### src/hw/rtl/ppa_pkg.sv
// Shared types and constants for the page pool allocator.
// Holds operation and status codes, sequencer states and the result record.
// No dependencies.
package ppa_pkg;

  localparam int OP_W          = 3;
  localparam int PAGE_W        = 6;
  localparam int CNT_W         = 7;
  localparam int TTL_W         = 31;
  localparam int STATUS_W      = 2;
  localparam int TOTAL_W       = 32;
  localparam int DEF_NUM_PAGES = 64;
  localparam int DEF_TIME_BITS = 32;

  typedef enum logic [OP_W-1:0] {
    OP_ALLOC = 3'd0,
    OP_FREE  = 3'd1,
    OP_TOUCH = 3'd2,
    OP_SCAN  = 3'd3,
    OP_TICK  = 3'd4
  } op_e;

  typedef enum logic [STATUS_W-1:0] {
    ST_OK           = 2'd0,
    ST_NO_SPACE     = 2'd1,
    ST_ALREADY_FREE = 2'd2,
    ST_BAD_PAGE     = 2'd3
  } status_e;

  typedef enum logic [2:0] {
    S_IDLE,
    S_EXEC,
    S_ALLOC_RD,
    S_ALLOC_WR,
    S_SCAN_RD,
    S_SCAN_CMP,
    S_SCAN_DONE
  } state_e;

  typedef struct packed {
    logic [PAGE_W-1:0]   page;
    logic [STATUS_W-1:0] status;
    logic [CNT_W-1:0]    reclaimed;
    logic [CNT_W-1:0]    free_count;
    logic [TOTAL_W-1:0]  alloc_total;
    logic [TOTAL_W-1:0]  free_total;
    logic                last;
  } res_t;

endpackage

### src/hw/rtl/ppa_stack_mem.sv
// Free stack storage: one write and one registered read port.
// Entries never written read back as their own index (reset contents).
// Depends on ppa_pkg.
module ppa_stack_mem import ppa_pkg::*; #(
  parameter int NUM_PAGES = DEF_NUM_PAGES,
  parameter int PW        = $clog2(NUM_PAGES)
) (
  input  logic          clk_i,
  input  logic          rst_ni,
  input  logic          re_i,
  input  logic [PW-1:0] raddr_i,
  input  logic          we_i,
  input  logic [PW-1:0] waddr_i,
  input  logic [PW-1:0] wdata_i,
  output logic [PW-1:0] rdata_o
);

  logic [PW-1:0]        mem [NUM_PAGES];
  logic [NUM_PAGES-1:0] written_q;
  logic [PW-1:0]        mem_rd_q;
  logic [PW-1:0]        addr_rd_q;
  logic                 vld_rd_q;

  always_ff @(posedge clk_i) begin
    if (we_i) begin
      mem[waddr_i] <= wdata_i;
    end
    if (re_i) begin
      mem_rd_q  <= mem[raddr_i];
      addr_rd_q <= raddr_i;
      vld_rd_q  <= written_q[raddr_i];
    end
  end

  always_ff @(posedge clk_i or negedge rst_ni) begin
    if (!rst_ni) begin
      written_q <= '0;
    end else if (we_i) begin
      written_q[waddr_i] <= 1'b1;
    end
  end

  assign rdata_o = vld_rd_q ? mem_rd_q : addr_rd_q;

endmodule

### src/hw/rtl/ppa_time_mem.sv
// Last-touch time storage: one write and one registered read port.
// Entries never written read back as zero.
// Depends on ppa_pkg.
module ppa_time_mem import ppa_pkg::*; #(
  parameter int NUM_PAGES = DEF_NUM_PAGES,
  parameter int TIME_BITS = DEF_TIME_BITS,
  parameter int PW        = $clog2(NUM_PAGES)
) (
  input  logic                 clk_i,
  input  logic                 rst_ni,
  input  logic                 re_i,
  input  logic [PW-1:0]        raddr_i,
  input  logic                 we_i,
  input  logic [PW-1:0]        waddr_i,
  input  logic [TIME_BITS-1:0] wdata_i,
  output logic [TIME_BITS-1:0] rdata_o
);

  logic [TIME_BITS-1:0] mem [NUM_PAGES];
  logic [NUM_PAGES-1:0] written_q;
  logic [TIME_BITS-1:0] mem_rd_q;
  logic                 vld_rd_q;

  always_ff @(posedge clk_i) begin
    if (we_i) begin
      mem[waddr_i] <= wdata_i;
    end
    if (re_i) begin
      mem_rd_q <= mem[raddr_i];
      vld_rd_q <= written_q[raddr_i];
    end
  end

  always_ff @(posedge clk_i or negedge rst_ni) begin
    if (!rst_ni) begin
      written_q <= '0;
    end else if (we_i) begin
      written_q[waddr_i] <= 1'b1;
    end
  end

  assign rdata_o = vld_rd_q ? mem_rd_q : '0;

endmodule

### src/hw/rtl/ppa_seq.sv
// Operation sequencer: decodes a command, walks the stack and time memories,
// keeps flags, clock and totals, and hands results to the output stage.
// Depends on ppa_pkg, ppa_stack_mem and ppa_time_mem.
module ppa_seq import ppa_pkg::*; #(
  parameter int NUM_PAGES = DEF_NUM_PAGES,
  parameter int TIME_BITS = DEF_TIME_BITS
) (
  input  logic              clk_i,
  input  logic              rst_ni,
  input  logic              cmd_fire_i,
  input  logic [OP_W-1:0]   cmd_op_i,
  input  logic [PAGE_W-1:0] cmd_page_i,
  input  logic [CNT_W-1:0]  cmd_count_i,
  input  logic [TTL_W-1:0]  cmd_ttl_i,
  output logic              idle_o,
  input  logic              res_free_i,
  output logic              res_valid_o,
  output res_t              res_o
);

  localparam int PW = $clog2(NUM_PAGES);
  localparam int LW = $clog2(NUM_PAGES + 1);
  localparam int CW = (TIME_BITS > TTL_W) ? TIME_BITS : TTL_W;

  state_e               state_q, state_d;
  logic [OP_W-1:0]      op_q;
  logic [PAGE_W-1:0]    id_q;
  logic [CNT_W-1:0]     n_q;
  logic [TTL_W-1:0]     ttl_q;
  logic [LW-1:0]        level_q, level_d;
  logic [NUM_PAGES-1:0] flags_q, flags_d;
  logic [TIME_BITS-1:0] clock_q, clock_d;
  logic [TOTAL_W-1:0]   alloc_tot_q, alloc_tot_d;
  logic [TOTAL_W-1:0]   free_tot_q, free_tot_d;
  logic [CNT_W-1:0]     remain_q, remain_d;
  logic [PW-1:0]        idx_q, idx_d;
  logic [CNT_W-1:0]     got_q, got_d;

  logic                 stk_re, stk_we;
  logic [PW-1:0]        stk_waddr, stk_wdata, stk_rdata;
  logic                 tm_re, tm_we;
  logic [PW-1:0]        tm_waddr;
  logic [TIME_BITS-1:0] tm_rdata;
  logic [LW-1:0]        lvl_m1;
  logic                 lvl_room, id_ok, last_idx, expired;
  logic [TIME_BITS-1:0] age;
  logic [PW-1:0]        id_pg;

  assign lvl_m1   = level_q - 1'b1;
  assign lvl_room = level_q < LW'(NUM_PAGES);
  assign id_ok    = CNT_W'(id_q) < CNT_W'(NUM_PAGES);
  assign id_pg    = id_q[PW-1:0];
  assign last_idx = idx_q == PW'(NUM_PAGES - 1);
  assign age      = clock_q - tm_rdata;
  assign expired  = CW'(age) > CW'(ttl_q);

  ppa_stack_mem #(.NUM_PAGES(NUM_PAGES), .PW(PW)) u_stack (
    .clk_i   (clk_i),
    .rst_ni  (rst_ni),
    .re_i    (stk_re),
    .raddr_i (lvl_m1[PW-1:0]),
    .we_i    (stk_we),
    .waddr_i (stk_waddr),
    .wdata_i (stk_wdata),
    .rdata_o (stk_rdata)
  );

  ppa_time_mem #(.NUM_PAGES(NUM_PAGES), .TIME_BITS(TIME_BITS), .PW(PW)) u_time (
    .clk_i   (clk_i),
    .rst_ni  (rst_ni),
    .re_i    (tm_re),
    .raddr_i (idx_q),
    .we_i    (tm_we),
    .waddr_i (tm_waddr),
    .wdata_i (clock_q),
    .rdata_o (tm_rdata)
  );

  always_ff @(posedge clk_i) begin
    if (cmd_fire_i) begin
      op_q  <= cmd_op_i;
      id_q  <= cmd_page_i;
      n_q   <= cmd_count_i;
      ttl_q <= cmd_ttl_i;
    end
  end

  always_ff @(posedge clk_i or negedge rst_ni) begin
    if (!rst_ni) begin
      state_q     <= S_IDLE;
      level_q     <= LW'(NUM_PAGES);
      flags_q     <= '1;
      clock_q     <= '0;
      alloc_tot_q <= '0;
      free_tot_q  <= '0;
      remain_q    <= '0;
      idx_q       <= '0;
      got_q       <= '0;
    end else begin
      state_q     <= state_d;
      level_q     <= level_d;
      flags_q     <= flags_d;
      clock_q     <= clock_d;
      alloc_tot_q <= alloc_tot_d;
      free_tot_q  <= free_tot_d;
      remain_q    <= remain_d;
      idx_q       <= idx_d;
      got_q       <= got_d;
    end
  end

  always_comb begin
    state_d     = state_q;
    level_d     = level_q;
    flags_d     = flags_q;
    clock_d     = clock_q;
    alloc_tot_d = alloc_tot_q;
    free_tot_d  = free_tot_q;
    remain_d    = remain_q;
    idx_d       = idx_q;
    got_d       = got_q;
    stk_re      = 1'b0;
    stk_we      = 1'b0;
    stk_waddr   = level_q[PW-1:0];
    stk_wdata   = id_pg;
    tm_re       = 1'b0;
    tm_we       = 1'b0;
    tm_waddr    = id_pg;
    idle_o      = 1'b0;
    res_valid_o = 1'b0;
    res_o       = '0;
    res_o.last  = 1'b1;

    unique case (state_q)
      S_IDLE: begin
        idle_o = 1'b1;
        if (cmd_fire_i) begin
          state_d = S_EXEC;
        end
      end
      S_EXEC: begin
        unique case (op_q)
          OP_ALLOC: begin
            if (CNT_W'(level_q) < n_q) begin
              if (res_free_i) begin
                res_valid_o  = 1'b1;
                res_o.status = ST_NO_SPACE;
                state_d      = S_IDLE;
              end
            end else if (n_q == '0) begin
              if (res_free_i) begin
                res_valid_o = 1'b1;
                state_d     = S_IDLE;
              end
            end else begin
              alloc_tot_d = alloc_tot_q + TOTAL_W'(n_q);
              remain_d    = n_q;
              state_d     = S_ALLOC_RD;
            end
          end
          OP_FREE: begin
            if (res_free_i) begin
              res_valid_o = 1'b1;
              state_d     = S_IDLE;
              if (!id_ok) begin
                res_o.status = ST_BAD_PAGE;
              end else if (flags_q[id_pg]) begin
                res_o.status = ST_ALREADY_FREE;
              end else begin
                flags_d[id_pg] = 1'b1;
                free_tot_d     = free_tot_q + 1'b1;
                if (lvl_room) begin
                  stk_we  = 1'b1;
                  level_d = level_q + 1'b1;
                end
              end
            end
          end
          OP_TOUCH: begin
            if (res_free_i) begin
              res_valid_o = 1'b1;
              state_d     = S_IDLE;
              if (!id_ok) begin
                res_o.status = ST_BAD_PAGE;
              end else begin
                tm_we = 1'b1;
              end
            end
          end
          OP_SCAN: begin
            idx_d   = '0;
            got_d   = '0;
            state_d = S_SCAN_RD;
          end
          OP_TICK: begin
            if (res_free_i) begin
              res_valid_o = 1'b1;
              clock_d     = clock_q + 1'b1;
              state_d     = S_IDLE;
            end
          end
          default: begin
            if (res_free_i) begin
              res_valid_o = 1'b1;
              state_d     = S_IDLE;
            end
          end
        endcase
      end
      S_ALLOC_RD: begin
        stk_re  = 1'b1;
        state_d = S_ALLOC_WR;
      end
      S_ALLOC_WR: begin
        if (res_free_i) begin
          res_valid_o        = 1'b1;
          res_o.page         = PAGE_W'(stk_rdata);
          res_o.last         = remain_q == CNT_W'(1);
          level_d            = lvl_m1;
          flags_d[stk_rdata] = 1'b0;
          tm_we              = 1'b1;
          tm_waddr           = stk_rdata;
          remain_d           = remain_q - 1'b1;
          state_d            = (remain_q == CNT_W'(1)) ? S_IDLE : S_ALLOC_RD;
        end
      end
      S_SCAN_RD: begin
        if (flags_q[idx_q]) begin
          idx_d   = idx_q + 1'b1;
          state_d = last_idx ? S_SCAN_DONE : S_SCAN_RD;
        end else begin
          tm_re   = 1'b1;
          state_d = S_SCAN_CMP;
        end
      end
      S_SCAN_CMP: begin
        if (expired) begin
          flags_d[idx_q] = 1'b1;
          free_tot_d     = free_tot_q + 1'b1;
          got_d          = got_q + 1'b1;
          stk_wdata      = idx_q;
          if (lvl_room) begin
            stk_we  = 1'b1;
            level_d = level_q + 1'b1;
          end
        end
        idx_d   = idx_q + 1'b1;
        state_d = last_idx ? S_SCAN_DONE : S_SCAN_RD;
      end
      S_SCAN_DONE: begin
        if (res_free_i) begin
          res_valid_o     = 1'b1;
          res_o.reclaimed = got_q;
          state_d         = S_IDLE;
        end
      end
      default: begin
        state_d = S_IDLE;
      end
    endcase

    res_o.free_count  = CNT_W'(level_d);
    res_o.alloc_total = alloc_tot_d;
    res_o.free_total  = free_tot_d;
  end

endmodule

### src/hw/rtl/page_pool_allocator_with_lease_reclaim_unit.sv
// Page pool allocator with lease reclaim: top level.
// Command channel (in_valid_i / in_stall_o) carries operation, page id, count
// and ttl; result channel (out_valid_o / out_stall_i) carries one transaction
// per result, with last_o high on the final result of a command.
// Operations: alloc pops count pages off a LIFO free stack (after reset the
// first page handed out is NUM_PAGES-1), free pushes a used page back, touch
// stamps a page with the millisecond clock, leak scan frees every used page
// older than ttl in ascending order, tick advances the clock.
// Timing: a command is taken only when the sequencer is idle. Free, touch,
// tick and invalid commands give their result from the execute state, and
// it is registered in the output register. Alloc reads the stack memory and
// then pops the page and writes its time stamp, for each page in turn. Leak
// scan tests the freed flag of each page in turn, plus one time memory read
// for each used page, then gives its result.
// Reset: all pages free, clock and totals zero; memory contents need no
// clearing pass, unwritten entries read as their reset value.
// Stall: the output register holds a result while out_stall_i is high; the
// sequencer waits with the next result, and a new command can still be
// taken once the last result of the previous one is in the output register.
// Depends on ppa_pkg and ppa_seq.
module page_pool_allocator_with_lease_reclaim_unit import ppa_pkg::*; #(
  parameter int NUM_PAGES = DEF_NUM_PAGES,
  parameter int TIME_BITS = DEF_TIME_BITS
) (
  input  logic                clk_i,
  input  logic                rst_ni,
  input  logic                in_valid_i,
  output logic                in_stall_o,
  input  logic [OP_W-1:0]     operation_i,
  input  logic [PAGE_W-1:0]   page_id_i,
  input  logic [CNT_W-1:0]    count_i,
  input  logic [TTL_W-1:0]    ttl_i,
  output logic                out_valid_o,
  input  logic                out_stall_i,
  output logic [PAGE_W-1:0]   page_number_o,
  output logic [STATUS_W-1:0] status_o,
  output logic [CNT_W-1:0]    reclaimed_o,
  output logic [CNT_W-1:0]    free_count_o,
  output logic [TOTAL_W-1:0]  alloc_total_o,
  output logic [TOTAL_W-1:0]  free_total_o,
  output logic                last_o
);

  logic seq_idle;
  logic cmd_fire;
  logic res_free;
  logic res_valid;
  res_t res;
  res_t res_q;
  logic out_valid_q;

  assign in_stall_o = !seq_idle;
  assign cmd_fire   = in_valid_i && seq_idle;
  // output register can take a new result if empty or being drained now
  assign res_free   = !out_valid_q || !out_stall_i;

  ppa_seq #(.NUM_PAGES(NUM_PAGES), .TIME_BITS(TIME_BITS)) u_seq (
    .clk_i       (clk_i),
    .rst_ni      (rst_ni),
    .cmd_fire_i  (cmd_fire),
    .cmd_op_i    (operation_i),
    .cmd_page_i  (page_id_i),
    .cmd_count_i (count_i),
    .cmd_ttl_i   (ttl_i),
    .idle_o      (seq_idle),
    .res_free_i  (res_free),
    .res_valid_o (res_valid),
    .res_o       (res)
  );

  always_ff @(posedge clk_i) begin
    if (res_valid) begin
      res_q <= res;
    end
  end

  always_ff @(posedge clk_i or negedge rst_ni) begin
    if (!rst_ni) begin
      out_valid_q <= 1'b0;
    end else if (res_valid) begin
      out_valid_q <= 1'b1;
    end else if (!out_stall_i) begin
      out_valid_q <= 1'b0;
    end
  end

  assign out_valid_o   = out_valid_q;
  assign page_number_o = res_q.page;
  assign status_o      = res_q.status;
  assign reclaimed_o   = res_q.reclaimed;
  assign free_count_o  = res_q.free_count;
  assign alloc_total_o = res_q.alloc_total;
  assign free_total_o  = res_q.free_total;
  assign last_o        = res_q.last;

  // a result is only produced while a command is in progress
  a_res_busy: assert property (@(posedge clk_i) disable iff (!rst_ni)
    res_valid |-> in_stall_o)
    else $error("result produced while sequencer idle");

  // a result never overwrites one that is still stalled
  a_no_overwrite: assert property (@(posedge clk_i) disable iff (!rst_ni)
    res_valid |-> res_free)
    else $error("output register overwritten");

  // free stack never reports more pages than the pool holds
  a_level_range: assert property (@(posedge clk_i) disable iff (!rst_ni)
    out_valid_o |-> free_count_o <= CNT_W'(NUM_PAGES))
    else $error("free count out of range");

  // results with an error status or reclaimed pages must be final
  a_single_last: assert property (@(posedge clk_i) disable iff (!rst_ni)
    out_valid_o && (status_o != ST_OK || reclaimed_o != '0) |-> last_o)
    else $error("single result without last flag");

endmodule

### config.mk
export PLATFORM = sky130hd
export DESIGN_NAME = page_pool_allocator_with_lease_reclaim_unit
export DESIGN_NICKNAME = d
export VERILOG_FILES = /design/src/hw/rtl/ppa_pkg.sv /design/src/hw/rtl/ppa_stack_mem.sv /design/src/hw/rtl/ppa_time_mem.sv /design/src/hw/rtl/ppa_seq.sv /design/src/hw/rtl/page_pool_allocator_with_lease_reclaim_unit.sv
export SDC_FILE = /design/constraint.sdc
export NUM_CORES = 2
export LEC_CHECK = 0
export BUFFER_PORTS_ARGS = -buffer_cell sky130_fd_sc_hd__buf_2
export CORE_UTILIZATION = 28
export CTS_CLUSTER_SIZE = 24
export DETAILED_ROUTE_END_ITERATION = 10
export PLACE_DENSITY_LB_ADDON = 0.25
export REMOVE_ABC_BUFFERS = 1
export SETUP_SLACK_MARGIN = 0.15
export SLEW_MARGIN = 30
export SYNTH_ARGS = -nofsm -noshare
export SYNTH_HDL_FRONTEND = slang
export SYNTH_SLANG_ARGS = --single-unit
### constraint.sdc
create_clock -name clk_i -period 11.2 [get_ports clk_i]
set_input_delay 1.12 -clock clk_i [delete_from_list [all_inputs] [get_ports clk_i]]
set_output_delay 1.12 -clock clk_i [all_outputs]
set_load 0.005 [all_outputs]
### Word level (Yosys, flattened, before mapping)

Memories as Yosys holds them, arrays and structs flattened. A register that Yosys moved wholly into a read port is not among the register bits.
Index checks and enable logic that the tools add are counted.

| word-level totals | value |
|---|---|
| RAM bits | 2432 |
| memories kept | 2 |
| register bits | 461 |

Memory list:

| name | words | width | read ports | clocked after Yosys merged registers in | write ports | line | RTL |
|---|---|---|---|---|---|---|---|
| u_seq.u_time.mem | 64 | 32 | 1 | 1 | 1 | ppa_time_mem.sv:19 | `logic [TIME_BITS-1:0] mem [NUM_PAGES];` |
| u_seq.u_stack.mem | 64 | 6 | 1 | 1 | 1 | ppa_stack_mem.sv:18 | `logic [PW-1:0] mem [NUM_PAGES];` |

| cells by class | value |
|---|---|
| bitwise logic cells | 6 |
| $add $sub $neg | 9 |
| equal/unequal tests | 24 |
| multiplexer cells | 95 |
| reductions and logical operators | 26 |
| order comparisons | 14 |

Operator list:

| cell | number |
|---|---|
| $mux 64 | 5 |
| $mux 32 | 9 |
| $or 64x64->64 | 4 |
| $pmux 64 s3 | 1 |
| $mux 7 | 12 |
| $add 32x1->32 const B | 2 |
| $and 64x64->64 | 1 |
| $not 64->64 | 1 |
| $pmux 32 s2 | 1 |
| $lt 6x7->1 const B | 6 |
| $mux 6 | 7 |
| $add 32x7->32 | 1 |
| $gt 32x31->1 | 1 |
| $sub 32x32->32 | 1 |
| $demux 1 s6 | 5 |
| $ge 6x1->1 const B | 5 |
| $mux 1 | 29 |
| $pmux 7 s2 | 2 |
| $bmux 1 s6 | 4 |
| $pmux 3 s7 | 1 |
| $pmux 7 s3 | 1 |
| $mux 3 | 6 |
| $ne 2x2->1 const B | 9 |
| $pmux 6 s3 | 1 |
| 27 further kinds | 59 |

### Logic depth before layout (Yosys ltp)

| logic depth | value |
|---|---|
| depth in word-level cells | 9 |
| depth in mapped cells | 29 |
| mapped depth without buffers | 25 |

### Modules after synthesis

A second synthesis with hierarchy kept.

| second synthesis, totals | value |
|---|---|
| cells, all modules | 6241 |
| area total of the unflattened synthesis | 117961.9 um^2 |

By module, submodules not included:

| module | cells an instance | seq. area each (um^2) | area each (um^2) | times used |
|---|---|---|---|---|
| ppa_time_mem | 3581 | 64091.5 | 81608.3 | 1 |
| ppa_stack_mem | 895 | 13523.0 | 18016.0 | 1 |
| ppa_seq | 1673 | 6247.2 | 15678.8 | 1 |
| page_pool_allocator_with_lease_reclaim_unit | 92 | 2637.5 | 2658.8 | 1 |

### Worst setup path after synthesis

No wires, ideal clock.

| path | value |
|---|---|
| path kind | register to register |
| start | register u_seq.clock_q[0] |
| end | memory u_seq.u_stack.mem[0][0] in the netlist's numbering (data pin) |
| period minus slack after synthesis | 8860 ps |
| data arrival time | 8158 ps |
| cell stages (with the launch flop) | 26 |
| setup slack | 2340 ps |
| library setup time | 702 ps |
| cells stage by stage | dfrtp_1 inv_1 ha_1 inv_1 fa_1 a21o_1 a21oi_1 o21ai_0 a2111oi_0 nor2_1 a211oi_1 nor2_1 and2_1 o21ai_0 a21oi_1 ha_1 nand2_1 nor2_1 nand4_1 nor3_1 a221o_1 o21a_1 a21o_1 nand2_1 clkbuf_1 o21ai_0 |

| between the ends | value |
|---|---|
| word-level cells in the longest chain between the ends | 4 |

RTL lines:

| what | line | RTL |
|---|---|---|
| start, declared | ppa_seq.sv:32 | `logic [TIME_BITS-1:0] clock_q, clock_d;` |
| start signal, assigned | ppa_seq.sv:103 | `clock_q <= clock_d;` |
| $sub 32x32->32 | ppa_seq.sv:54 | `assign age = clock_q - tm_rdata;` |
| $gt 32x31->1 | ppa_seq.sv:55 | `assign expired = CW'(age) > CW'(ttl_q);` |
| $mux 6 | ppa_seq.sv:237 | `if (expired) begin` |
| $mux 6 | ppa_seq.sv:134 | `unique case (state_q)` |
| named net u_seq.stk_wdata[0] | ppa_seq.sv:40 | `logic [PW-1:0] stk_waddr, stk_wdata, stk_rdata;` |
| end, declared | ppa_stack_mem.sv:18 |  |

The timed path passes the listed nets, and every way through them passes these cells.

### Final worst setup path

| path | value |
|---|---|
| start | register u_seq.u_time.vld_rd_q |
| end | memory u_seq.u_stack.mem[8][0] in the netlist's numbering (data pin) |

| between the ends | value |
|---|---|
| word-level cells in the longest chain between the ends | 5 |

RTL lines:

| what | line | RTL |
|---|---|---|
| start, declared | ppa_time_mem.sv:22 | `logic vld_rd_q;` |
| start signal, assigned | ppa_time_mem.sv:30 | `vld_rd_q <= written_q[raddr_i];` |
| $mux 32 | ppa_time_mem.sv:42 | `assign rdata_o = vld_rd_q ? mem_rd_q : '0;` |
| $sub 32x32->32 | ppa_seq.sv:54 |  |
| $gt 32x31->1 | ppa_seq.sv:55 |  |
| $mux 6 | ppa_seq.sv:237 |  |
| $mux 6 | ppa_seq.sv:134 |  |
| named net u_seq.stk_wdata[0] | ppa_seq.sv:40 |  |

The timed path passes the listed nets, and every way through them passes these cells.

==> results.md <==
- H-tree Lvls: 5
- Post-synth EDFFs: 2,612
- Min Tclk post-route: 8.05 ns
- Synth async-reset ratio: 10.9%
- Fin. Hold Viols: 0
- Worst setup EP type: register
- Multiplexer share of the synthesized area: 3.58%
- Largest family of logic cells by synthesized area: compound AO/OA/AOI/OAI gates
- Cells after Synth: 6,641
- Fmax: 124 MHz
- Prevailing post-synth register cell: edfxtp_1
- PwrDens: 231 nW/um^2
- Synthesis-stage register bit count: 2,931
- Final instance area: 132,000 sq um
- Latest clock arrival within the worst-skew pair: 0.93 ns
- Total Nets Final: 7,062
- Area share of fa/ha/maj cells after synthesis: 0.965%
- Initial Util: 28.1%
- Setup slack after layout: 3.15 ns
- Place WS: 3.15 ns
- Maximum vdd drop: 0.264 mV
- Slowest cell on crit path: o21ai_4
- Worst min path class: in -> async
- Post-synthesis compound-gate area fraction: 11.6%
- Final ANT Viol Nets: 1
- XOR/XNOR share of the synthesized area: 1.01%
- Initial antenna violation count: 39
- Failing checks: antenna rules
- Total die area: 406,000 sq um
- Placed inst area: 121,000 sq um
- Max transition margin: 27.4%
- Area growth, synth to finish: 16.4%
- Congestion Overflow GR: 0
- Worst path top cell family by delay: compound AO/OA/AOI/OAI gates
- Share of layout cells above drive strength 1: 18.5%
- Vias per Instance: 5.32
- Clk sinks: 2,931
- Kind of critical path: reg -> reg
- Post-synthesis sequential area ratio: 76.5%
- Drt first pass iters: 8
- Core Region: 402,000 sq um
- Static Leak: 0.0456 uW
- Slew Viols, Final: 0
- Final setup fails: 0
- Synth Cell Area: 113,000 sq um
- Largest net degree at the start of global routing: 86
- Die Height: 638 um
- Post-CTS resize count: 0
- Outcome: complete, but fails checks
- Post-CTS Setup Bufs: 0
- Hold-fix buffers, CTS: 0
- Worst Skew: 0.0526 ns
- Synth cell types: 92
- Hpwl dp: 219,000 um
- Drt total wl: 381,000 um
- Worst-Margin Slew: 1.09 ns
- Simple-gate area share of the yosys netlist: 4.58%
- GRT Overall Usage: 18.1%
- Setup repair after global routing missed its margin: no
- Critical path startpoint category: register
- FP Rows: 233
- # IOs: 140
- Clock root cell: clkbuf_16
- TritonCTS Buffers: 316
- Die width: 638 um
- GP Congestion: 0.873
- Critical Path Fanout Max: 32
- Initial drt markers: 7,760
- Post-synthesis area per instance: 17.0 sq um
- CP Data Arrival Time: 8.70 ns
- Top cell by count, worst path: nor2_1
- Final cycle utilization of the critical path: 71.8%
- First-pass GRT wire length: 527,000 um
- Crit path required time: 11.85 ns
- Util after Layout: 32.7%
- Vias in the first global route: 65,800
- DRC: 0
- Yosys warns: 0
- Vias post-DR: 66,400
- Average wire per standard cell: 30.5 um
- Buffer levels on the longest clock path: 4
- Final TNS setup: 0 ns
- Buffers on Ports: 139
- Crit path buf inv count: 3
- CTS tree: built
- Max-cap violation count: 0
- Worst-path clk slew: 0.06 ns
- Critical path's largest stage delay: 0.78 ns
## stage by stage
stage	cells	total power [uW]	hold slack [ns]
after CTS	12500	30600	0.0591
final	12500	30400	0.113
after detailed placement	11900	20500	0.449
after global placement	11900	20500	0.448
after global routing	12500	31400	0.0864
after floorplan	6231	17400	0.432
## worst reg2reg max path: stages, from the launching register on
cell and delay (ns):
edfxtp_1 0.32, buf_4 0.35, and2_1 0.20, ha_1 0.16
inv_1 0.07, fa_1 0.44, a21o_1 0.17, a21oi_1 0.26
o21ai_0 0.31, a2111oi_2 0.69, nor2_1 0.22, a211oi_1 0.37
nor2_1 0.11, and2_1 0.19, o21ai_0 0.17, a21oi_1 0.10
ha_1 0.33, nand2_1 0.06, nor2_1 0.15, nand4_1 0.16
nor3_1 0.29, a221o_1 0.18, o21a_1 0.30, a21o_1 0.29
nand2_1 0.55, o21ai_4 0.79, buf_4 0.50
## layout by cell type (no fill, tap or decap), types with 22 or more instances in the layout
cell type	n
nand3_1	122
ha_1	83
clkbuf_16	322
nor3_1	38
a31oi_1	153
a22o_1	194
and2_1	27
clkbuf_1	81
mux2i_1	22
and3_1	29
clkinv_1	50
dfstp_2	65
xor2_1	58
a22oi_1	729
buf_2	138
nand2_1	172
nor2_1	169
o21ai_0	162
dfrtp_2	34
edfxtp_1	2612
nand4_1	134
xnor2_1	70
o21bai_1	59
a21oi_1	171
inv_1	72
diode_2	31
a221oi_1	198
nor2_4	65
clkinv_2	48
buf_4	208
mux4_2	157
a21o_1	34
dfrtp_1	219
or2_2	78
## power by group
group / internal (uW) / switching, uW / total [uW]
sequential: 12700 / 324 / 13000
combinational: 2240 / 5050 / 7290
clock: 5800 / 4320 / 10100
total: 20700 / 9700 / 30400
## path summary, 6_finish.rpt
kind / slack, ns / endpoint / from / cells past startpoint
max: 3.15 / u_seq.u_stack.mem[8][0]$_DFFE_PP_ / u_seq.u_time.vld_rd_q$_DFFE_PP_ / 26
min: 0.11 / u_seq.u_time.written_q[38]$_DFFE_PN0P_ / rst_ni / 1
max reg2reg: 3.15 / u_seq.u_stack.mem[8][0]$_DFFE_PP_ / u_seq.u_time.vld_rd_q$_DFFE_PP_ / 26
min reg2reg: 0.46 / u_seq.free_tot_q[31]$_DFF_PN0_ / u_seq.free_tot_q[31]$_DFF_PN0_ / 1
max in group asynchronous: 8.99 / u_seq.level_q[0]$_DFF_PN0_ / rst_ni / 3
min in group clk_i: 0.38 / u_seq.ttl_q[2]$_DFFE_PP_ / ttl_i[2] / 1
## synthesized netlist by cell type, types with 122 or more instances
cell type | n | area (sq um)
a21oi_1 | 184 | 921
a221oi_1 | 198 | 1730
a22o_1 | 194 | 1700
a22oi_1 | 729 | 5470
a31oi_1 | 155 | 970
clkbuf_1 | 324 | 1220
dfrtp_1 | 254 | 6360
edfxtp_1 | 2612 | 78400
mux4_2 | 157 | 3540
nand2_1 | 172 | 646
nand3_1 | 122 | 611
nand4_1 | 134 | 838
nor2_1 | 235 | 882
o21ai_0 | 166 | 831
## registers in the layout, summed over array words and instances, names as in the netlist, 31 cells and up
name,count
alloc_total_o,32
free_total_o,32
u_seq.alloc_tot_q,32
u_seq.clock_q,32
u_seq.flags_q,64
u_seq.free_tot_q,32
u_seq.ttl_q,31
u_seq.u_stack.mem,384
u_seq.u_stack.written_q,64
u_seq.u_time.mem,2048
u_seq.u_time.mem_rd_q,32
u_seq.u_time.written_q,64
## logic make-up (layout without fill, tap and decap cells)
group                    count (synthesis)  after routing
AO/OA/AOI/OAI                         1813           1813
XOR/XNOR                               131            131
adder cells (fa/ha/maj)                 86             86
buffers and inverters                  482           1013
flip-flops                            2931           2931
multiplexers                           205            205
other                                    0             31
AND/OR/NAND/NOR                        993            993
## area by class of cell
type | instances | area [sq um]
flip-flops and latches | 2931 | 86500
well taps | 5287 | 6620
multi-input cells | 3228 | 25400
repair buffers | 376 | 2800
fillers | 38500 | 271000
diodes | 31 | 77.6
inverters | 72 | 270
clock inverters | 145 | 1310
clock buffers | 420 | 8600
## routing by layer
metal  share of wire (%)  vias to the layer above  track usage, %
li1                    -                    27800               -
met2                  48                     2824            29.9
met4                 4.0                        8            6.53
met1                  41                    35200            23.9
met5               0.014                        -               0
met3                 7.0                      608            3.05
Power figures use the tool's default switching activity.
